**src/seqglt_pkg.sv**
```systemverilog
`timescale 1ns / 1ps
// ----------------------------------------------------------------------------
// seqglt_pkg
// Shared types, codes and constants of the sequence gap and loss tracker.
// ----------------------------------------------------------------------------
package seqglt_pkg;

    localparam int NUM_NODES = 16;
    localparam int IDX_W     = $clog2(NUM_NODES);

    localparam logic [2:0] CMD_MESH   = 3'd0;
    localparam logic [2:0] CMD_LEGACY = 3'd1;
    localparam logic [2:0] CMD_SWEEP  = 3'd2;
    localparam logic [2:0] CMD_QUERY  = 3'd3;
    localparam logic [2:0] CMD_CLEAR  = 3'd4;

    localparam logic [2:0] ST_NO_DATA = 3'd0;
    localparam logic [2:0] ST_ONLINE  = 3'd1;
    localparam logic [2:0] ST_OFFLINE = 3'd2;
    localparam logic [2:0] ST_SELF    = 3'd3;
    localparam logic [2:0] ST_INVALID = 3'd4;

    localparam logic [8:0]  MESH_LIMIT   = 9'd100;
    localparam logic [16:0] LEGACY_LIMIT = 17'd1000;
    localparam logic [3:0]  ALERT_MAX    = 4'd15;
    localparam logic [22:0] AGE_RECIP    = 23'd4294967; // floor(2^32 / 1000)
    localparam logic [31:0] MS_PER_S     = 32'd1000;
    localparam logic [31:0] TIMEOUT_RST  = 32'd60000;
    localparam logic [5:0]  OWN_ID_RST   = 6'd1;

    typedef struct packed {
        logic        has_data;
        logic        online;
        logic [15:0] prev_seq;
        logic [15:0] expected_seq;
        logic [31:0] heard_time;
        logic [31:0] msg_total;
        logic [31:0] lost_total;
    } t_entry;

    typedef struct packed {
        logic [7:0]  node;
        logic [2:0]  status;
        logic [15:0] gap;
        logic [31:0] lost;
        logic [31:0] rcv;
        logic [31:0] diff;
        logic [22:0] q0;
        logic [5:0]  heard;
        logic        alert;
        logic        last;
    } t_res;

endpackage

```
**src/seqglt_proc.sv**
```systemverilog
`timescale 1ns / 1ps
// ----------------------------------------------------------------------------
// seqglt_proc
// Head cell logic: update the entry leaving the ring and form any result.
// ----------------------------------------------------------------------------
module seqglt_proc (
    input  seqglt_pkg::t_entry  i_entry,
    input  logic [seqglt_pkg::IDX_W-1:0] i_pos,
    input  logic [2:0]          i_cmd,
    input  logic [7:0]          i_node,
    input  logic [15:0]         i_seq,
    input  logic [31:0]         i_now,
    input  logic [31:0]         i_timeout,
    input  logic [5:0]          i_own,
    input  logic [3:0]          i_alerts,
    output seqglt_pkg::t_entry  o_entry,
    output logic                o_emit,
    output logic                o_match,
    output logic                o_heard_inc,
    output seqglt_pkg::t_res    o_res
);
    import seqglt_pkg::*;

    logic [7:0]  node_id;
    logic [31:0] diff;
    logic [54:0] prod;
    logic [7:0]  m, e8, p8;
    logic [8:0]  gap9;
    logic [16:0] gap17;
    logic [15:0] gap;
    logic [15:0] new_seq;
    logic [32:0] lost_sum;
    logic [31:0] lost_new, msg_new;
    logic        is_pkt, is_self, timed_out;

    always_comb begin
        node_id   = 8'(i_pos) + 8'd1;
        diff      = i_now - i_entry.heard_time;
        prod      = 55'(diff) * 55'(AGE_RECIP);
        is_pkt    = (i_cmd == CMD_MESH) || (i_cmd == CMD_LEGACY);
        is_self   = (node_id == {2'b00, i_own});
        timed_out = diff > i_timeout;

        m     = i_seq[7:0];
        e8    = i_entry.expected_seq[7:0];
        p8    = i_entry.prev_seq[7:0];
        gap9  = '0;
        gap17 = '0;
        gap   = '0;
        if (i_cmd == CMD_MESH) begin
            new_seq = {8'd0, m};
            if (i_entry.has_data && m != e8) begin
                if (m > e8) begin
                    gap9 = {1'b0, m} - {1'b0, e8};
                end else if (m < p8) begin
                    gap9 = 9'd256 - {1'b0, e8} + {1'b0, m};
                end
            end
            gap = 16'(gap9);
            lost_sum = 33'(i_entry.lost_total) + 33'(gap);
            lost_new = (gap9 != '0 && gap9 < MESH_LIMIT)
                     ? (lost_sum[32] ? '1 : lost_sum[31:0]) : i_entry.lost_total;
        end else begin
            new_seq = i_seq;
            if (i_entry.has_data && i_seq != i_entry.expected_seq) begin
                if (i_seq > i_entry.expected_seq) begin
                    gap17 = {1'b0, i_seq} - {1'b0, i_entry.expected_seq};
                end else if (i_seq < i_entry.prev_seq) begin
                    gap17 = 17'h10000 - {1'b0, i_entry.expected_seq} + {1'b0, i_seq};
                end
            end
            gap = gap17[15:0];
            lost_sum = 33'(i_entry.lost_total) + 33'(gap);
            lost_new = (gap != '0 && {1'b0, gap} < LEGACY_LIMIT)
                     ? (lost_sum[32] ? '1 : lost_sum[31:0]) : i_entry.lost_total;
        end
        msg_new = (&i_entry.msg_total) ? i_entry.msg_total : i_entry.msg_total + 32'd1;

        o_entry     = i_entry;
        o_emit      = 1'b0;
        o_match     = 1'b0;
        o_heard_inc = 1'b0;
        o_res       = '0;
        o_res.node  = node_id;
        o_res.lost  = i_entry.lost_total;
        o_res.rcv   = i_entry.msg_total;
        o_res.last  = 1'b1;
        if (i_entry.has_data) begin
            o_res.diff = diff;
            o_res.q0   = prod[54:32];
        end

        unique case (i_cmd)
            CMD_MESH, CMD_LEGACY: begin
                if (i_node == node_id) begin
                    o_match               = 1'b1;
                    o_heard_inc           = !i_entry.has_data;
                    o_entry.has_data      = 1'b1;
                    o_entry.online        = 1'b1;
                    o_entry.prev_seq      = new_seq;
                    o_entry.expected_seq  = new_seq + 16'd1;
                    o_entry.heard_time    = i_now;
                    o_entry.msg_total     = msg_new;
                    o_entry.lost_total    = lost_new;
                    o_res.status          = is_self ? ST_SELF : ST_ONLINE;
                    o_res.gap             = gap;
                    o_res.lost            = lost_new;
                    o_res.rcv             = msg_new;
                    o_res.diff            = '0;
                    o_res.q0              = '0;
                end
            end
            CMD_QUERY: begin
                if (i_node == node_id) begin
                    o_match = 1'b1;
                    if (is_self) begin
                        o_res.status = ST_SELF;
                    end else if (!i_entry.has_data) begin
                        o_res.status = ST_NO_DATA;
                    end else begin
                        o_res.status = i_entry.online ? ST_ONLINE : ST_OFFLINE;
                    end
                end
            end
            CMD_SWEEP: begin
                if (!is_self && i_entry.has_data && i_entry.online && timed_out
                    && i_alerts < ALERT_MAX) begin
                    o_emit         = 1'b1;
                    o_entry.online = 1'b0;
                    o_res.status   = ST_OFFLINE;
                    o_res.alert    = 1'b1;
                    o_res.last     = 1'b0;
                end
            end
            CMD_CLEAR: begin
                o_entry = '0;
            end
            default: begin
            end
        endcase
        if (is_pkt && !o_match) begin
            o_res.status = ST_NO_DATA;
        end
    end

endmodule

```
**config.mk**
```make
export PLATFORM = sky130hd
export DESIGN_NAME = seqglt_proc
export DESIGN_NICKNAME = d
export VERILOG_FILES = /design/src/seqglt_pkg.sv /design/src/seqglt_proc.sv
export SDC_FILE = /design/constraint.sdc
export NUM_CORES = 1
export LEC_CHECK = 0
export BUFFER_PORTS_ARGS = -buffer_cell sky130_fd_sc_hd__buf_2
export CAP_MARGIN = 20
export CORE_UTILIZATION = 52
export DETAILED_ROUTE_END_ITERATION = 8
export PLACE_DENSITY = 0.81
export SLEW_MARGIN = 20
export SYNTH_ARGS = -nofsm -noshare
export SYNTH_HDL_FRONTEND = slang
export SYNTH_SLANG_ARGS = --single-unit
```
**constraint.sdc**
```tcl
create_clock -name vclk -period 11.6
set_input_delay 1.16 -clock vclk [all_inputs]
set_output_delay 1.16 -clock vclk [all_outputs]
set_load 0.02 [all_outputs]
```
[Yosys cells after proc, flatten, opt, wreduce, memory -nomap -nowiden]
Index checks and enable logic that the tools add are counted.
Operators by class
  $lt $le $gt $ge: 8
  equality and inequality tests: 8
  multiplexer cells: 40
  $add $sub $neg: 12
  $mul: 1
  reductions and logical operators: 19
Operator list (number)
  128-bit one-hot mux with 2 select lines: 1
  32-bit two-way mux: 6
  137-bit two-way mux: 1
  135-bit two-way mux: 1
  130-bit two-way mux: 1
  16-bit two-way mux: 6
  32-bit by 23-bit multiplier with 55-bit output, second input constant: 1
  55-bit two-way mux: 1
  9-bit two-way mux: 4
  32-bit by 16-bit adder with 33-bit output: 1
  32-bit by 9-bit adder with 33-bit output: 1
  32-bit by 1-bit adder with 32-bit output, second input constant: 1
  32-bit > comparator: 1
  32-bit AND reduction: 1
  32-bit subtractor: 1
  16-bit by 1-bit adder with 16-bit output, second input constant: 1
  16-bit adder: 1
  16-bit > comparator: 1
  16-bit by 10-bit < comparator with 1-bit output, second input constant: 1
  16-bit < comparator: 1
  16-bit != test: 1
  16-bit nonzero test: 1
  1-bit by 16-bit subtractor with 16-bit output, first input constant: 1
  16-bit subtractor: 1
  27 further kinds: 51
Storage, ports and cells
  bits in registers: 0
  output and inout bits: 287
  bits of input ports: 235
  logic and storage cells: 88

[Longest topological paths before layout]
  word-level depth: 13
  mapped depth: 40
  gate-level depth less buffers: 40

[Worst setup path after synthesis]
OpenSTA, ideal clock, no wires.
  kind: in2out
  start: in i_entry[65] (netlist bit)
  end: out o_res[29] (netlist bit)
  required time: 10440 ps
  path buffers: 0
  setup slack: 210 ps
  cell stages on the path: 36
  data arrival time: 10230 ps
  path through: inv_1 > ha_1 > nor2b_1 > o2111ai_1 > a2111oi_0 > nor3_1 > o31ai_1 > a211oi_1 > or3_1 > xnor2_1 > inv_1 > ha_1 > inv_1 > fa_1 > inv_1 > ha_1 > inv_1 > fa_1 > inv_1 > fa_1 > fa_1 > inv_1 > fa_1 > inv_1 > ha_1 > a21oi_1 > o21bai_1 > a21oi_1 > o221ai_1 > a2111oi_0 > o21ai_0 > a41o_1 > a31oi_1 > nor2_1 > nor2_1 > mux2i_1
RTL lines
  start: declaration: line seqglt_proc.sv:7  | input seqglt_pkg::t_entry i_entry,
  end: declaration: line seqglt_proc.sv:20  | output seqglt_pkg::t_res o_res

==> key figures <==
Run status
  – Status: complete, no violations

Detailed routing
  – Final WL: 84.5 mm
  – DRT Pass-1 Iters: 6
  – Wire per inst: between 20 and 25 um
  – DR DRC count: 0
  – Iter 0 DRT Violations: 2006
  – Via Count: 23000
  – Via-per-instance ratio: 5.83
  – Routed Antenna Nets: 0

Worst setup path
  – Top cell by count, worst path: inv_1
  – CP required: 10.44 ns
  – CP arrival: 10.16 ns
  – Critical Path End Type: output pin
  – CP max stage cell: fa_1
  – Worst setup path class: primary input to output pin
  – CP Max Fanout: 5
  – Slowest stage delay, CP: 0.55 ns
  – Startpoint types: primary input

Synth
  – Count of cell types in the netlist: 89
  – Register area share after synthesis: 0
  – Cells after Synth: 2904
  – Mean Syn Cell Area: 7.42 sq um
  – Post-synth top area share: 0.255
  – Dominant cell type by area after synthesis: ha_1
  – Yosys warns: 0
  – Commonest cells in the netlist: inv_1 (613), ha_1 (439), nand2_1 (225)
  – Synth area leaders: ha_1 (25%), fa_1 (19%), inv_1 (11%)
  – Synth Cell Area: 21600 sq um
  – Most frequent cell after synthesis: inv_1

STA
  – Final period util: 0.976
  – Worst slew pin tran: 1.04 ns
  – Clock period minus worst slack: roughly 11 ns
  – Slew Limit Headroom: 0.300
  – Final setup fails: 0
  – Final Max Tran Viols: 0
  – Final Hold Viols: 0
  – Fmax: 0.0884 GHz

Place
  – Buffers on Ports: approximately 500
  – Placer Congestion: 1.07
  – DP HPWL: 73.3 mm

Cells and area
  – Post-layout util: 0.616
  – Post-layout nets: 4288
  – Area grow syn2layout: 16.7%
  – Layout cells sized above 1: 0.191
  – FILL cells: 3765
  – Count of flip-flops and latches: 0
  – Clock buffer cells: 0
  – Multi-input combinational cell area: 19000 sq um
  – Register area: 0 sq um

Floorplanning
  – Row cnt: 74
  – I/O pins: 522
  – Die Ht: 206 um
  – Core area: 40800 sq um
  – Die area: 42300 sq um
  – Die X-Extent: 206 um
  – Initial Util: 0.528

Global route
  – Largest net degree at the start of global routing: 70
  – Vias in the first global route: 21400
  – Total gr overflow: 0
  – Tot GR Track Use: 0.390
  – Initial antenna violation count: 7
  – First-pass GRT wire length: 124 mm

Flow run
  – Max Cap Violations: 0

Worst hold path
  – Hold WC Path Type: primary input to output pin
## cell families after synthesis
logic type / synth area share
and+or+nand+nor: 0.152
other: 0.000174
xor gates and xnor gates: 0.0733
muxes: 0.00772
AOI/OAI and AO/OA: 0.193
buffers and inverters: 0.127
adders and majority gates: 0.446
## cells in the final DEF, fill, tap and decap left out, types with 28 or more instances in the layout
master,n
nor2_1,197
nand3_1,58
and3_1,30
nand2_1,224
xnor2_1,97
nor3_1,32
xor2_1,61
buf_2,512
a21o_1,66
nand4_1,28
fa_1,205
ha_1,439
o21ai_0,200
inv_1,611
a21oi_1,158
buf_4,84
## per-stage QoR
| stage | setup WS, ns | hold WS, ns | cells | cell area, sq um | setup TNS (ns) |
|---|---|---|---|---|---|
| global placement | -0.130 | 2.65 | 3937 | 25000 | -0.397 |
| floorplan | 0.210 | 2.40 | 2913 | 21600 | 0 |
| detailed placement | -0.0920 | 2.65 | 3937 | 25000 | -0.197 |
| CTS | 0.00250 | 2.65 | 3937 | 25000 | 0 |
| finish | 0.283 | 2.65 | 3943 | 25200 | 0 |
| global route | -0.129 | 2.68 | 3939 | 25200 | -0.586 |
## path summary, 6_finish.rpt
path	start	to	slack (ns)	cells after the start
worst max-delay path	i_now[0]	o_res[30]	0.28	42
worst min-delay path	i_entry[38]	o_res[69]	2.65	3
## layer usage
metal | up-vias | global-route usage | wire length (um)
met1 | 10800 | 0.488 | 32600
met4 | 2 | 0.247 | 6550
li1 | 10700 | - | -
met2 | 1224 | 0.617 | 37500
met5 | - | 0 | 13
met3 | 234 | 0.0691 | 7770
## layout make-up
class                           count  area share
Multi-Input combinational cell   2196       0.754
Timing Repair Buffer              596       0.127
Inverter                          614      0.0917
Tap cell                          532      0.0265
Antenna cell                        5    0.000497
## worst max-delay path, delay by kind of cell
family | cells | cell delay, ns
and+or+nand+nor | 9 | 1.57
adders and majority gates | 9 | 3.65
AOI/OAI and AO/OA | 9 | 2.05
xor gates and xnor gates | 1 | 0.22
buffers and inverters | 14 | 1.48
## timing repair
action / in CTS / in global routing
gates resized for setup: 2 / 21
pin swaps: 0 / 4
setup endpoints to repair: 5 / 15
setup buffers: 0 / 1
hold buffers: 0 / 0
Power is not shown: default switching activity piles up to over one toggle a cycle in this logic, so the estimate is an artifact.
