<file path="config.mk">
export PLATFORM = sky130hd
export DESIGN_NAME = seqglt_cell
export DESIGN_NICKNAME = d
export VERILOG_FILES = /design/src/seqglt_pkg.sv /design/src/seqglt_cell.sv
export SDC_FILE = /design/constraint.sdc
export NUM_CORES = 1
export LEC_CHECK = 0
export BUFFER_PORTS_ARGS = -buffer_cell sky130_fd_sc_hd__buf_2
export CAP_MARGIN = 25
export CORE_MARGIN = 2
export CORE_UTILIZATION = 25
export DETAILED_ROUTE_END_ITERATION = 10
export PLACE_DENSITY_LB_ADDON = 0.12
export SLEW_MARGIN = 25
export SYNTH_ARGS = -nofsm -noshare
export SYNTH_HDL_FRONTEND = slang
export SYNTH_SLANG_ARGS = --single-unit
</file>
<file path="constraint.sdc">
create_clock -name i_clk -period 1.07 [get_ports i_clk]
set_clock_uncertainty 0.05 [all_clocks]
set_input_delay 0.1605 -clock i_clk [delete_from_list [all_inputs] [get_ports i_clk]]
set_output_delay 0.1605 -clock i_clk [all_outputs]
set_load 0.01 [all_outputs]
</file>
<file path="src/seqglt_pkg.sv">
`timescale 1ns / 1ps
// ----------------------------------------------------------------------------
// seqglt_pkg
// Shared types, codes and constants of the sequence gap and loss tracker.
// ----------------------------------------------------------------------------
package seqglt_pkg;

    localparam int NUM_NODES = 16;
    localparam int IDX_W     = $clog2(NUM_NODES);

    localparam logic [2:0] CMD_MESH   = 3'd0;
    localparam logic [2:0] CMD_LEGACY = 3'd1;
    localparam logic [2:0] CMD_SWEEP  = 3'd2;
    localparam logic [2:0] CMD_QUERY  = 3'd3;
    localparam logic [2:0] CMD_CLEAR  = 3'd4;

    localparam logic [2:0] ST_NO_DATA = 3'd0;
    localparam logic [2:0] ST_ONLINE  = 3'd1;
    localparam logic [2:0] ST_OFFLINE = 3'd2;
    localparam logic [2:0] ST_SELF    = 3'd3;
    localparam logic [2:0] ST_INVALID = 3'd4;

    localparam logic [8:0]  MESH_LIMIT   = 9'd100;
    localparam logic [16:0] LEGACY_LIMIT = 17'd1000;
    localparam logic [3:0]  ALERT_MAX    = 4'd15;
    localparam logic [22:0] AGE_RECIP    = 23'd4294967; // floor(2^32 / 1000)
    localparam logic [31:0] MS_PER_S     = 32'd1000;
    localparam logic [31:0] TIMEOUT_RST  = 32'd60000;
    localparam logic [5:0]  OWN_ID_RST   = 6'd1;

    typedef struct packed {
        logic        has_data;
        logic        online;
        logic [15:0] prev_seq;
        logic [15:0] expected_seq;
        logic [31:0] heard_time;
        logic [31:0] msg_total;
        logic [31:0] lost_total;
    } t_entry;

    typedef struct packed {
        logic [7:0]  node;
        logic [2:0]  status;
        logic [15:0] gap;
        logic [31:0] lost;
        logic [31:0] rcv;
        logic [31:0] diff;
        logic [22:0] q0;
        logic [5:0]  heard;
        logic        alert;
        logic        last;
    } t_res;

endpackage

</file>
<file path="src/seqglt_cell.sv">
`timescale 1ns / 1ps
// ----------------------------------------------------------------------------
// seqglt_cell
// One ring cell: holds a node entry and hands it on when the ring advances.
// ----------------------------------------------------------------------------
module seqglt_cell (
    input  logic                i_clk,
    input  logic                i_rst_n,
    input  logic                i_shift,
    input  seqglt_pkg::t_entry  i_entry,
    output seqglt_pkg::t_entry  o_entry
);
    import seqglt_pkg::*;

    t_entry r_entry;

    always_ff @(posedge i_clk) begin
        if (!i_rst_n) begin
            r_entry <= '0;
        end else if (i_shift) begin
            r_entry <= i_entry;
        end
    end

    assign o_entry = r_entry;

endmodule

</file>
-- Word level (Yosys, flattened, before mapping)
Index checks and enable logic that the tools add are counted.
- flip-flop bits (word level): 130
- input port bits: 133
- output and inout bits: 130
- logic and storage cells: 7

-- Logic depth before layout (Yosys ltp)
Gate-level depths: netlist of run 1.
- word-level depth: 0
- mapped depth: 5
- depth with buffers taken out: 2

-- Least setup slack after synthesis of run 1
No wires, ideal clock.
- path kind: input port to flip-flop
- start point: in i_shift
- end point: reg r_entry, in the netlist o_entry[100]
- setup time: 116 ps
- data arrival time: 797 ps
- required time: 904 ps
- slack: 107 ps
- stages on the path: 5
- buffers on the path: 3
- path through: buf_4 buf_12 buf_12 mux2i_1 nor2b_1
- RTL lines (element ; RTL line ; text):
    from (decl) ; seqglt_cell.sv:9 ; input logic i_shift,
    to (signal assigned) ; seqglt_cell.sv:21 ; r_entry <= i_entry;
    to (decl) ; seqglt_cell.sv:15 ; t_entry r_entry;

-- Final worst setup path of run 1
- start point: reg r_entry, in the netlist o_entry[125]
- end point: out o_entry[125] (netlist bit)
- RTL lines (element ; RTL line ; text):
    to (decl) ; seqglt_cell.sv:11 ; output seqglt_pkg::t_entry o_entry
No word-level cell between the ends.

==> results of run 1 <==
[what timing repair did]
action,CTS,global route
endpoints found under the hold margin,130,0
pin swaps,0,0
endpoints found under the setup margin,130,130
hold buffers,130,0
buffers inserted,9,11
resized for setup,262,0
[logic make-up (layout without fill, tap and decap cells)]
group	Yosys count	after routing	share of synthesized area
mux	130	130	0.259
flops	130	130	0.518
simple gates	130	130	0.162
buf+inv	29	456	0.0606
[layout make-up]
| class | count | area (um^2) | share of cell area |
|---|---|---|---|
| multi-input cells | 260 | 2110 | 0.222 |
| flip-flops and latches | 130 | 2770 | 0.291 |
| clock inverters | 14 | 165 | 0.0174 |
| clock buffers | 18 | 429 | 0.0451 |
| well taps | 265 | 332 | 0.0348 |
| repair buffers | 424 | 3710 | 0.390 |
[power groups by stage]
stage	sequential, mW	combinational (mW)	clock [mW]
floorplan	5.51	0.717	0
CTS	5.39	2.18	6.08
global route	5.43	2.39	6.33
global placement	5.37	1.44	0
detailed placement	5.37	1.46	0
finish	5.40	2.22	5.85
[cells in the final DEF (no fill, tap or decap)]
master	synthesis	final
dfxtp_2	0	130
buf_6	0	131
buf_4	4	29
buf_2	1	131
clkinv_2	0	5
clkbuf_16	0	17
nor2b_1	130	130
buf_12	11	3
clkinv_4	0	4
clkbuf_1	13	1
dlygate4sd3_1	0	130
bufinv_16	0	3
clkinvlp_4	0	2
mux2i_1	130	130
[layer usage]
metal,GRT usage,vias to the layer above,share of wire,wire length [um]
li1,-,2209,-,-
met1,0.165,2011,0.43,6360
met2,0.238,178,0.49,7310
met3,0.0480,12,0.074,1100
met4,0.0495,0,0.011,163
met5,0,-,0,0
[worst paths after layout]
kind	endpoint	slack (ns)	cells past startpoint
setup / recovery	o_entry[125]	-0.01	1
hold reg to reg	o_entry[84]	0.47	2
setup reg to reg	o_entry[81]	0.24	3
hold / removal	o_entry[45]	0.12	3
==> impl_metrics.json, run 1 <==
{
  "synth_area_mm2": 0.00502,
  "core.rowCount": 51,
  "crit_type": "reg -> out",
  "core_mm2": 0.0196,
  "grt_pass1_vias": 4687,
  "internal-power_mw": 10.3,
  "yosysSeqAreaShare": 0.518,
  "violations": "negative setup slack",
  "relSlewSlack": 0.706,
  "whs_ns": 0.120,
  "r2r-start": "o_entry[81]",
  "p_per_area_mw_per_mm2": 1420,
  "tritoncts": "done",
  "synth_top_area_frac": 0.518,
  "crit_required_ns": 0.86,
  "maxCapViolations": 0,
  "dp_cells": 929,
  "grt_first_pass_wirelength_um": 24100,
  "synth_ff_type": "dfxtp_1",
  "hold_violations": 0,
  "p_sw_mw": 3.19,
  "cp_slowest_stage_delay_ns": 0.35,
  "fin_tns_setup_ns": -0.0126,
  "period_needed_ns": 1.08,
  "worst_slew_pin_slew_ns": 0.441,
  "port_buffers": 262,
  "crit_path_end_kind": "output port",
  "grt_max_degree": 78,
  "async_flop_share": 0,
  "gp_congestion": 0.730,
  "finalCritPeriodShare": 1.01,
  "p_seq_frac": 0.401,
  "cp_cell_sequence": "buf_6",
  "final_cell_area_mm2": 0.00952,
  "arrival_ns": 0.87,
  "viasPerCell": 3.97,
  "finalSetupViolCount": 1,
  "cts_max_level": 4,
  "cts.sinks": 130,
  "die-area_mm2": 0.0212,
  "finalPower_mw": 13.5,
  "slew_violations": 0,
  "grt.total_usage": 0.140,
  "grt_remaining_overflow": 0,
  "clk_pin_slew_ns": 0.06,
  "synth_top_cell_by_area": "dfxtp_1",
  "cp_top_family": "flip-flops",
  "hold_path.class": "in -> reg",
  "rsz0062_at_grt": "true",
  "postPlaceCellArea_mm2": 0.00649,
  "worstSetupStartpoint": "o_entry[125]",
  "startpoint_type": "flop",
  "remaining_drc_errors": 0,
  "leakagePower_nw": 4.44,
  "die_h_um": 146,
  "drt_first_pass_iters": 4,
  "vias": 4410,
  "place_hpwl_um": 8900,
  "cts-root-buf": "clkbuf_16",
  "synth_cells": 419,
  "avgSynthCellArea_um2": 12.0,
  "swShare": 0.237,
  "min_from": "i_shift",
  "final_cells": 1111,
  "critPathSlowestCell": "dfxtp_2",
  "num_io_pins": 263,
  "largest_register_ffs": 130,
  "diodes": 0,
  "yosys-top-cells-count": "dfxtp_1, mux2i_1, nor2b_1",
  "syn_nets": 552,
  "synth_edf_count": 0,
  "cts_buffers": 17,
  "worst-path-buf-inv": 1,
  "drt-total-wl_um": 14900,
  "wire_per_inst_um": 13.4,
  "yosys-top-cells-area": "dfxtp_1, mux2i_1, nor2b_1",
  "crit_fanout": 2,
  "fillers": 1727,
  "max_freq_ghz": 0.924,
  "fin_nets": 966,
  "drive_gt1_frac": 0.538,
  "setup_ws_ns": -0.0126,
  "start_util": 0.256,
  "clock_latency_ns": 0.40,
  "syn2layout_area_growth_pct": 89.5,
  "drtAntennaViolNets": 0,
  "drtIter0Drc": 49,
  "yosysWarnings": 0,
  "synth_cell_types": 7,
  "comb_power_share": 0.165,
  "synth-seq-cells": 130,
  "ir_drop_v": 0.000956,
  "antenna_found_initial": 0,
  "clkPwrFrac": 0.434,
  "utilization": 0.486,
  "dp_slack_ns": -0.0771,
  "die_w_um": 146,
  "status": "finished with violations",
  "clockBufferDepth": 2
}
(Power assumes the default switching activity.)
==> inputs of run 2 (changes only) <==
--- a/config.mk
+++ b/config.mk
@@ -7,10 +7,12 @@
 export LEC_CHECK = 0
 export BUFFER_PORTS_ARGS = -buffer_cell sky130_fd_sc_hd__buf_2
 export CAP_MARGIN = 25
+export CORE_ASPECT_RATIO = 0.5
 export CORE_MARGIN = 2
 export CORE_UTILIZATION = 25
 export DETAILED_ROUTE_END_ITERATION = 10
 export PLACE_DENSITY_LB_ADDON = 0.12
+export RECOVER_POWER = 25
 export SLEW_MARGIN = 25
 export SYNTH_ARGS = -nofsm -noshare
 export SYNTH_HDL_FRONTEND = slang
==> run 2 against run 1 <==
Compared with the run above: the flow now finishes without violations; global-route usage is 0.46 points higher; die area up 0.32%; combinational power hardly changed; highest routed layer unchanged; final cell count down 0.72%; worst hold slack got worse by 0.0086 ns; worst setup slack improved by 0.017 ns; fmax grew 1.6%; largest power group unchanged; sequential share of layout area is essentially flat.
==> impl_metrics.json, run 2 (synthesis results as in run 1) <==
{
  "arrival_ns": 0.85,
  "drt-total-wl_um": 15100,
  "final_common_cell": "buf_6",
  "core.rowCount": 36,
  "fin_tns_setup_ns": 0,
  "clk_pin_slew_ns": 0.06,
  "startpoint_type": "flop",
  "p_per_area_mw_per_mm2": 1480,
  "ir_drop_v": 0.00102,
  "tritoncts": "done",
  "diodes": 0,
  "slew_violations": 0,
  "remaining_drc_errors": 0,
  "dp_slack_ns": -0.000249,
  "max_freq_ghz": 0.939,
  "worst_slew_pin_slew_ns": 0.226,
  "cp_slowest_stage_delay_ns": 0.33,
  "grt_max_degree": 58,
  "port_buffers": 262,
  "grt_pass1_vias": 4616,
  "relSlewSlack": 0.850,
  "vias": 4321,
  "worst-path-buf-inv": 1,
  "fin_nets": 957,
  "clockBufferDepth": 2,
  "core_mm2": 0.0196,
  "cp_top_family": "flip-flops",
  "finalPower_mw": 14.1,
  "maxCapViolations": 0,
  "period_needed_ns": 1.07,
  "crit_required_ns": 0.86,
  "crit_type": "reg -> out",
  "finalSetupViolCount": 0,
  "syn2layout_area_growth_pct": 89.7,
  "whs_ns": 0.112,
  "grt_remaining_overflow": 0,
  "leakagePower_nw": 4.42,
  "drive_gt1_frac": 0.533,
  "drtIter0Drc": 105,
  "status": "finished, final reports clean",
  "drt_first_pass_iters": 4,
  "crit_path_end_kind": "output port",
  "hold_path.class": "in -> reg",
  "clock_latency_ns": 0.41,
  "setup_ws_ns": 0.00461,
  "grt.total_usage": 0.145,
  "die_h_um": 104,
  "cts.sinks": 130,
  "hold_violations": 0,
  "antenna_found_initial": 0,
  "cts_max_level": 4,
  "place_hpwl_um": 9750,
  "finalCritPeriodShare": 0.996,
  "wire_per_inst_um": 13.7,
  "grt_first_pass_wirelength_um": 24100,
  "cts-root-buf": "clkbuf_16",
  "viasPerCell": 3.92,
  "die-area_mm2": 0.0213,
  "utilization": 0.486,
  "gp_congestion": 0.746,
  "largest_register_ffs": 130,
  "start_util": 0.256,
  "critPathSlowestCell": "dfxtp_2",
  "crit_fanout": 2,
  "cts_buffers": 17,
  "drtAntennaViolNets": 0,
  "cp_cell_sequence": "buf_6",
  "die_w_um": 204,
  "num_io_pins": 263,
  "rsz0062_at_grt": "true"
}
[run 2: worst register-to-register path, stage by stage (launching register included)]
cell and delay, ns:
dfxtp_2 0.32, buf_4 0.12, mux2i_1 0.15, nor2b_1 0.06
[run 2: repair_timing]
action / CTS / global route
hold buffers: 130 / 0
resized for setup: 266 / 0
buffers inserted: 2 / 4
endpoints found under the setup margin: 130 / 130
hold endpoints to repair: 130 / 0
[run 2: per-layer routing]
metal / track usage / routed length [um] / part of all wire
met1: 0.158 / 6050 / 0.40
met2: 0.269 / 8250 / 0.55
met3: 0.0482 / 707 / 0.047
met4: 0.0373 / 120 / 0.0079
met5: 0 / 0 / 0
[run 2: final timing paths]
check / from / endpoint / slack [ns] / depth (start not counted)
min reg2reg: o_entry[9] / o_entry[9] / 0.47 / 2
max: o_entry[83] / o_entry[83] / 0.005 / 1
max reg2reg: o_entry[6] / o_entry[6] / 0.26 / 3
min: i_shift / o_entry[8] / 0.11 / 3
[run 2: final cells by class]
type | instances | area, um^2
well taps | 266 | 333
clock buffers | 19 | 453
clock inverters | 13 | 208
repair buffers | 415 | 3650
fillers | 1802 | 10100
flip-flops and latches | 130 | 2770
multi-input cells | 260 | 2110
[run 2: report_power, final]
| part | switching [mW] | internal, mW | total, mW |
|---|---|---|---|
| clock | 2.22 | 4.26 | 6.48 |
| sequential | 0.203 | 5.19 | 5.40 |
| combinational | 0.783 | 1.41 | 2.19 |
| total | 3.20 | 10.9 | 14.1 |
[run 2: through the flow]
stage | std cells | area [um^2]
2_1_floorplan | 419 | 5020
3_3_place_gp | 935 | 6550
3_5_place_dp | 935 | 6550
4_1_cts | 1099 | 9500
5_1_grt | 1103 | 9530
6_report | 1103 | 9530
