$ cat config.mk
export PLATFORM = sky130hd
export DESIGN_NAME = seqglt_out
export DESIGN_NICKNAME = d
export VERILOG_FILES = /design/src/seqglt_pkg.sv /design/src/seqglt_out.sv
export SDC_FILE = /design/constraint.sdc
export NUM_CORES = 1
export LEC_CHECK = 0
export ABC_AREA = 1
export BUFFER_PORTS_ARGS = -buffer_cell sky130_fd_sc_hd__buf_2
export CORE_ASPECT_RATIO = 2
export CORE_MARGIN = 2
export CORE_UTILIZATION = 45
export CTS_CLUSTER_DIAMETER = 60
export DETAILED_ROUTE_END_ITERATION = 6
export PLACE_DENSITY = 0.67
export SKIP_LAST_GASP = 1
export SYNTH_ARGS = -nofsm -noshare
export SYNTH_HDL_FRONTEND = slang
export SYNTH_SLANG_ARGS = --single-unit
$ cat constraint.sdc
create_clock -name i_clk -period 11.6 [get_ports i_clk]
set_input_delay 1.16 -clock i_clk [delete_from_list [all_inputs] [get_ports i_clk]]
set_output_delay 1.16 -clock i_clk [all_outputs]
set_load 0.02 [all_outputs]
$ cat src/seqglt_pkg.sv
`timescale 1ns / 1ps
// ----------------------------------------------------------------------------
// seqglt_pkg
// Shared types, codes and constants of the sequence gap and loss tracker.
// ----------------------------------------------------------------------------
package seqglt_pkg;

    localparam int NUM_NODES = 16;
    localparam int IDX_W     = $clog2(NUM_NODES);

    localparam logic [2:0] CMD_MESH   = 3'd0;
    localparam logic [2:0] CMD_LEGACY = 3'd1;
    localparam logic [2:0] CMD_SWEEP  = 3'd2;
    localparam logic [2:0] CMD_QUERY  = 3'd3;
    localparam logic [2:0] CMD_CLEAR  = 3'd4;

    localparam logic [2:0] ST_NO_DATA = 3'd0;
    localparam logic [2:0] ST_ONLINE  = 3'd1;
    localparam logic [2:0] ST_OFFLINE = 3'd2;
    localparam logic [2:0] ST_SELF    = 3'd3;
    localparam logic [2:0] ST_INVALID = 3'd4;

    localparam logic [8:0]  MESH_LIMIT   = 9'd100;
    localparam logic [16:0] LEGACY_LIMIT = 17'd1000;
    localparam logic [3:0]  ALERT_MAX    = 4'd15;
    localparam logic [22:0] AGE_RECIP    = 23'd4294967; // floor(2^32 / 1000)
    localparam logic [31:0] MS_PER_S     = 32'd1000;
    localparam logic [31:0] TIMEOUT_RST  = 32'd60000;
    localparam logic [5:0]  OWN_ID_RST   = 6'd1;

    typedef struct packed {
        logic        has_data;
        logic        online;
        logic [15:0] prev_seq;
        logic [15:0] expected_seq;
        logic [31:0] heard_time;
        logic [31:0] msg_total;
        logic [31:0] lost_total;
    } t_entry;

    typedef struct packed {
        logic [7:0]  node;
        logic [2:0]  status;
        logic [15:0] gap;
        logic [31:0] lost;
        logic [31:0] rcv;
        logic [31:0] diff;
        logic [22:0] q0;
        logic [5:0]  heard;
        logic        alert;
        logic        last;
    } t_res;

endpackage

$ cat src/seqglt_out.sv
`timescale 1ns / 1ps
// ----------------------------------------------------------------------------
// seqglt_out
// Two-slot result queue; finishes the age division on the way to the port.
// ----------------------------------------------------------------------------
module seqglt_out (
    input  logic               i_clk,
    input  logic               i_rst_n,
    input  logic               i_push,
    input  seqglt_pkg::t_res   i_res,
    output logic               o_push_ready,
    output logic               o_valid,
    input  logic               i_ready,
    output logic [7:0]         o_report_node,
    output logic [2:0]         o_status,
    output logic [15:0]        o_gap,
    output logic [31:0]        o_lost_count,
    output logic [31:0]        o_received_count,
    output logic [22:0]        o_age_seconds,
    output logic [5:0]         o_nodes_heard,
    output logic               o_offline_alert,
    output logic               o_last
);
    import seqglt_pkg::*;

    t_res        r_res;
    logic        r_res_valid;
    logic        r_out_valid;
    logic        move;
    logic [31:0] rem;
    logic [22:0] age;

    assign move         = r_res_valid && (!r_out_valid || i_ready);
    assign o_push_ready = !r_res_valid || move;
    assign rem          = r_res.diff - 32'(r_res.q0) * MS_PER_S;
    assign age          = (rem >= MS_PER_S) ? r_res.q0 + 23'd1 : r_res.q0;

    always_ff @(posedge i_clk) begin
        if (!i_rst_n) begin
            r_res_valid <= 1'b0;
            r_out_valid <= 1'b0;
        end else begin
            if (i_push) begin
                r_res_valid <= 1'b1;
            end else if (move) begin
                r_res_valid <= 1'b0;
            end
            if (move) begin
                r_out_valid <= 1'b1;
            end else if (i_ready) begin
                r_out_valid <= 1'b0;
            end
        end
        if (i_push) begin
            r_res <= i_res;
        end
        if (move) begin
            o_report_node    <= r_res.node;
            o_status         <= r_res.status;
            o_gap            <= r_res.gap;
            o_lost_count     <= r_res.lost;
            o_received_count <= r_res.rcv;
            o_age_seconds    <= age;
            o_nodes_heard    <= r_res.heard;
            o_offline_alert  <= r_res.alert;
            o_last           <= r_res.last;
        end
    end

    assign o_valid = r_out_valid;

endmodule
# Yosys cells after proc, flatten, opt, wreduce, memory -nomap -nowiden
# Cells that the tools add are included.
[totals]
register_bits = 278
inputBits = 158
output_inout_bits = 124
[classes]
addsub = 2
mul = 1
magnitude_cmp = 1
mux = 5
reduce_logical = 7
[ops]
columns = ["cell", "count"]
rows = [
  ["$ge 32x10->1 const B", 1],
  ["$sub 32x32->32", 1],
  ["$mul 23x7->29 const B", 1],
  ["$add 23x1->23 const B", 1],
  ["$mux 23", 1],
  ["$mux 1", 4],
  ["$reduce_bool 2->1", 2],
  ["$logic_not 1->1", 2],
  ["$logic_or 1x1->1", 2],
  ["$logic_and 1x1->1", 1],
]

# Longest topological paths before layout
# Gate-level depths: netlist of the first run.
[depth]
ltp_word = 5
ltp_mapped = 36
mapped_depth_nobuf = 35

# Least setup slack after synthesis of the first run
# OpenSTA, ideal clock, no wires.
[synth_path]
path_type = "input -> register"
startpoint = "input i_ready"
endpoint = "register o_age_seconds[0] (enable)"
arrival_ns = 7.074
t_required_ns = 10.956
path_slack_ns = 3.883
stages = 2
n_path_buf = 0
path_cell_list = "inv_1 > a21oi_1"
[synth_between]
elab_chain_cells = 2
[synth_lines]
columns = ["item", "line_no", "source"]
rows = [
  ["from (decl)", "seqglt_out.sv:13", "input logic i_ready,"],
  ["$logic_or 1x1->1", "seqglt_out.sv:33", "assign move = r_res_valid && (!r_out_valid || i_ready);"],
  ["$logic_and 1x1->1", "seqglt_out.sv:33", ""],
  ["named net move", "seqglt_out.sv:29", "logic move;"],
  ["to (signal assigned)", "seqglt_out.sv:63", "o_age_seconds <= age;"],
  ["to (decl)", "seqglt_out.sv:19", "output logic [22:0] o_age_seconds,"],
]
# The timed path passes the listed nets, and every way through them passes these cells.
# A chain may end at the register's enable or synchronous reset.

# Worst setup path in the final report of the first run
[layout_path]
startpoint = "register r_res[8] (netlist bit)"
endpoint = "register o_age_seconds[18] (data pin)"
[layout_between]
elab_chain_cells = 4
word_cells_on_any_way = 5
[layout_lines]
columns = ["item", "line_no", "source"]
rows = [
  ["from (decl)", "seqglt_out.sv:26", "t_res r_res;"],
  ["from (signal assigned)", "seqglt_out.sv:55", "r_res <= i_res;"],
  ["$mul 23x7->29", "seqglt_out.sv:35", "assign rem = r_res.diff - 32'(r_res.q0) * MS_PER_S;"],
  ["$sub 32x32->32", "seqglt_out.sv:35", ""],
  ["$ge 32x10->1", "seqglt_out.sv:36", "assign age = (rem >= MS_PER_S) ? r_res.q0 + 23'd1 : r_res.q0;"],
  ["$mux 23 *", "seqglt_out.sv:36", ""],
  ["named net age[18]", "seqglt_out.sv:31", "logic [22:0] age;"],
]
# Mark *: on every way through the listed nets, which the timed path passes. The rest lies on a longest branch.

==> results of run 1 <==
## synth_stat cells (6+ instances only)
master | number | share of area
a21oi_1 | 45 | 0.015
edfxtp_1 | 273 | 0.54
fa_1 | 83 | 0.11
ha_1 | 91 | 0.075
inv_1 | 250 | 0.062
nand2_1 | 325 | 0.080
nand3_1 | 50 | 0.016
nand3b_1 | 9 | 0.0044
nand4_1 | 37 | 0.015
nor2_1 | 64 | 0.016
nor2_2 | 6 | 0.0025
nor3_1 | 11 | 0.0036
nor4_1 | 6 | 0.0025
o21ai_0 | 8 | 0.0026
o21bai_1 | 6 | 0.0030
xnor2_1 | 13 | 0.0075
xor2_1 | 36 | 0.021
## cells by family after synthesis
kind of cell	count (synthesis)	synth area share
AOI/OAI and AO/OA	74	0.0278
buffers and inverters	262	0.0670
adders and majority gates	174	0.184
xor gates and xnor gates	49	0.0282
DFF	275	0.542
and+or+nand+nor	525	0.151
## stage by stage
stage | instance area, um^2 | worst slack [ns] | std cells | hold slack, ns
global route | 17900 | 3.21 | 2114 | 0.419
global placement | 17100 | 3.78 | 2068 | 0.400
finish | 17900 | 3.62 | 2114 | 0.414
detailed placement | 17100 | 3.74 | 2068 | 0.405
CTS | 17900 | 3.70 | 2113 | 0.416
floorplan | 15200 | 3.88 | 1359 | 0.400
## final cells by class
class / instances / share of cell area
diodes: 1 / 0.000140
clock buffers: 29 / 0.0357
clock inverters: 16 / 0.00880
inverters: 254 / 0.0532
multi-input cells: 822 / 0.333
flip-flops and latches: 275 / 0.460
well taps: 436 / 0.0304
repair buffers: 281 / 0.0792
## metal layers
metal  up-vias  global-route usage  part of all wire
li1       5089                   -                 -
met1      4855               0.191              0.31
met2       329               0.414              0.56
met3       115              0.0509             0.063
met4         2               0.124             0.064
met5         -                   0           0.00035
## worst paths after layout
kind | start | end | depth (start not counted)
setup reg to reg | r_res[8]$_DFFE_PP_ | o_age_seconds[18]$_DFFE_PP_ | 29
hold reg to reg | r_res[147]$_DFFE_PP_ | o_report_node[1]$_DFFE_PP_ | 0
hold / removal | r_res[147]$_DFFE_PP_ | o_report_node[1]$_DFFE_PP_ | 0
setup / recovery | r_res[8]$_DFFE_PP_ | o_age_seconds[18]$_DFFE_PP_ | 29
## flip-flops by register name, summed over array words and instances (netlist names)
signal	count
o_report_node	8
o_last	1
o_lost_count	32
r_res_valid	1
r_res	151
o_offline_alert	1
o_age_seconds	23
o_received_count	32
o_gap	16
o_nodes_heard	6
o_status	3
o_valid	1
==> impl_results.md, run 1 <==
* CTS Buf Count at 25
* Fmax at 125 MHz
* Tmin final at 7.98 ns
* GRT Total Usage at 0.212
* Relative slew slack at 0.290
* Std cell rows at 95
* H-tree Lvls at 1
* CTS clock-pin slew for the worst setup and hold paths at 0.07 ns
* WP buf/inv at 4
* Vias/cell at 4.91
* Mapped Nets at 1691
* Port Buffers at 278
* Skew final at 0.0288 ns
* Commonest non-fill, non-tap cells in the layout: nand2_1 (325), buf_2 (277), edfxtp_1 (273), inv_1 (250), ha_1 (91)
* CP max stage cell: fa_1
* Critical path data arrival time at 8.27 ns
* Pin count of the biggest net entering global routing at 84
* Critical Path Start Type: flip-flop
* CP top delay family: adder cells
* Post-layout util at 0.537
* Slowest stage delay, CP at 0.60 ns
* Max Root-Sink Buffers at 3
* Vias in the first global route at 11100
* Ys flop type: edfxtp_1
* Worst EP required at 11.88 ns
* WL final at 37.4 mm
* Gate Count Post-Synth at 1359
* WS Path Type: flip-flop to flip-flop
* Residual DRC at 0
* Post-synth EDFFs at 273
* Ys Warns at 0
* Number of DRC markers in iteration 0 at 505
* Clock Tree Root: clkbuf_16
* Synth Area per Inst at 11.2 um^2
* Die ar. at 35400 um^2
* Global route total overflow at 0
* Worst slew pin tran at 1.07 ns
* CTS tree: yes
* Slew Viols, Final at 0
* Area grow syn2layout at 17.8%
* Initial antenna violation count at 2
* Starting Density at 0.455
* Tcrit/Tclk final at 0.688
* CORE AREA at 33400 um^2
* CTS Hold Bufs at 0
* Post-CTS sizing at 0
* Die height at 264 um
* Final Setup Violations at 0
* Hold Vio Cnt, Final at 0
* Wire length per cell at 17.7 um
* Worst R2R Setup Slack at 3.62 ns
* Critical path's most frequent cell: nand2_1
* # nets final at 1991
* FFs w/ async S/R, synth at 0
* Crit path capture type: flip-flop
* Yosys cell types at 36
* Worst Path Max Fanout at 24
* Clk sinks at 275
* RePlAce Congestion at 0.892
* Hpwl dp at 30.0 mm
* RSZ-0062 raised after global routing: no
* Most common cell after layout, fill and taps aside: nand2_1
* Share of layout cells above drive strength 1 at 0.206
* Final ANT Viol Nets at 0
* Clock latency on the worst-skew pair at 0.55 ns
* Post-CTS Setup Inserts at 0
* Post-synthesis sequential area ratio at 0.542
* Fill cell count at 2918
* Cell Area, Synth at 15200 um^2
* #FFs+latches synth at 275
* Total negative slack at 0 ns
* Die Wd at 134 um
* Status: complete, no violations
* I/O pin count at 282
* Multi-input gate area at 5970 um^2
* Sequential cell area at 8240 um^2
* First-pass GRT wire length at 57.1 mm
* Vias at 10400
* Drt pass-1 iters at 5
* Class of the worst hold path: flip-flop to flip-flop
* Max cap viols at 0
Power of run 1 is left out: the tool's default activity adds up to more than one toggle a clock period on the data nets, which glitch-free logic cannot reach.
==> inputs of run 2 (changes only) <==
--- a/config.mk
+++ b/config.mk
@@ -12,7 +12,7 @@
 export CORE_UTILIZATION = 45
 export CTS_CLUSTER_DIAMETER = 60
 export DETAILED_ROUTE_END_ITERATION = 6
-export PLACE_DENSITY = 0.67
+export PLACE_DENSITY = 0.69
 export SKIP_LAST_GASP = 1
 export SYNTH_ARGS = -nofsm -noshare
 export SYNTH_HDL_FRONTEND = slang
==> constraint.sdc (replaced) <==
create_clock -name i_clk -period 7.2 [get_ports i_clk]
set_input_delay 0.72 -clock i_clk [delete_from_list [all_inputs] [get_ports i_clk]]
set_output_delay 0.72 -clock i_clk [all_outputs]
set_load 0.02 [all_outputs]
==> impl_results.md, run 2 (synthesized netlist as in run 1, its figures left out) <==
* Hpwl dp at 31.2 mm
* Worst Path Max Fanout at 23
* Pin count of the biggest net entering global routing at 78
* Area grow syn2layout at 20.0%
* Worst slew pin tran at 0.989 ns
* CTS clock-pin slew for the worst setup and hold paths at 0.07 ns
* H-tree Lvls at 1
* Hold slack at 0.344 ns
* Worst hold stages at 1
* Global route total overflow at 0
* Clock Tree Root: clkbuf_16
* I/O pin count at 282
* Slowest stage delay, CP at 0.55 ns
* Drt pass-1 iters at 5
* Commonest non-fill, non-tap cells in the layout: nand2_1 (325), buf_2 (277), edfxtp_1 (273), inv_1 (249), ha_1 (91)
* Starting Density at 0.455
* Total negative slack at 0 ns
* Biggest register: r_res
* Die Wd at 134 um
* CTS tree: yes
* Slew Viols, Final at 0
* Status: complete, no violations
* Reg-to-Reg Start: r_res[9]$_DFFE_PP_
* Std cell rows at 95
* Max reg flops at 151
* Final ANT Viol Nets at 0
* CORE AREA at 33400 um^2
* Port Buffers at 278
* HP Start: i_res[147]
* RSZ-0062 raised after global routing: no
* Tmin final at 6.87 ns
* Registers with the most flip-flops: r_res: 151 flops, o_lost_count: 32 flops, o_received_count: 32 flops
* Critical path data arrival time at 7.27 ns
* Die height at 264 um
* Clk sinks at 275
* Number of DRC markers in iteration 0 at 515
* Hold Vio Cnt, Final at 0
* Wire length per cell at 17.9 um
* Class of the worst hold path: primary input to flip-flop
* GRT Total Usage at 0.218
* CTS Buf Count at 25
* Residual DRC at 0
* Crit path capture type: flip-flop
* Max Root-Sink Buffers at 3
* Post-placement cell count at 2100
* Most common cell after layout, fill and taps aside: nand2_1
* Vias at 10600
* Critical Path Start Type: flip-flop
* Worst EP required at 7.60 ns
* Critical path's most frequent cell: nand2_1
* CP max stage cell: fa_1
* WS Path Type: flip-flop to flip-flop
* Worst R2R Setup Slack at 0.33 ns
* Vias/cell at 4.94
* Tcrit/Tclk final at 0.954
* Final Setup Violations at 0
* Initial antenna violation count at 1
* First-pass GRT wire length at 58.1 mm
* Die ar. at 35400 um^2
* Finished Layout Cells at 2146
* Share of layout cells above drive strength 1 at 0.226
* Relative slew slack at 0.341
* # nets final at 2023
* CP startpoint: r_res[9]$_DFFE_PP_
* RePlAce Congestion at 0.904
* Skew final at 0.0232 ns
* Max cap viols at 0
* Fmax at 146 MHz
* WL final at 38.5 mm
* Clock latency on the worst-skew pair at 0.54 ns
* Vias in the first global route at 11200
* R2R depth at 33
==> run 2: changes by cell type in the layout (fill, tap and decap cells not counted), moves of 2 or more <==
cell      previous run  this run
clkinv_1             5         2
o21ai_0              8         5
buf_4                3        33
o21ai_1              1         4
buf_12               0         2
==> run 2: cell type report <==
| cell class | count | area (um^2) |
|---|---|---|
| Clock buffer | 29 | 641 |
| Clock inverter | 16 | 200 |
| Multi-Input combinational cell | 822 | 5990 |
| Tap cell | 436 | 546 |
| Antenna cell | 1 | 2.50 |
| Inverter | 254 | 953 |
| Fill cell | 2824 | 15100 |
| Timing Repair Buffer | 313 | 1690 |
| Sequential cell | 275 | 8240 |
==> run 2: repair_timing <==
| item | CTS | global route |
|---|---|---|
| hold endpoints to repair | 0 | 0 |
| hold buffers | 0 | 0 |
| setup buffers | 0 | 0 |
| endpoints found under the setup margin | 0 | 23 |
| resized for setup | 0 | 10 |
==> run 2: critical path: cells and delay by family (launching register included) <==
family	cells	cell delay (ns)
xor+xnor	1	0.14
compound gates	2	0.38
simple gates	18	2.15
buf+inv	6	0.78
fa+ha+maj	6	2.75
flops	1	0.49
==> run 2: worst paths after layout <==
kind | to
setup / recovery | o_age_seconds[6]$_DFFE_PP_
hold / removal | r_res[147]$_DFFE_PP_
hold reg to reg | o_nodes_heard[2]$_DFFE_PP_
setup reg to reg | o_age_seconds[6]$_DFFE_PP_
==> run 2: metal layers <==
metal,part of all wire,vias to the layer above,track usage
li1,-,5142,-
met1,0.31,5026,0.194
met3,0.067,92,0.0524
met5,0,-,0
met4,0.051,0,0.104
met2,0.58,343,0.440
==> run 2: stage by stage <==
| stage | util | setup slack (ns) | area, um^2 |
|---|---|---|---|
| 6_report | 0.546 | 0.334 | 18300 |
| 5_1_grt | 0.546 | 0.0129 | 18300 |
| 4_1_cts | 0.546 | 0.0506 | 18200 |
| 3_5_place_dp | 0.521 | 0.101 | 17400 |
| 3_3_place_gp | 0.521 | 0.172 | 17400 |
| 2_1_floorplan | - | 1.05 | 15200 |
Power of run 2 is left out for the same reason.
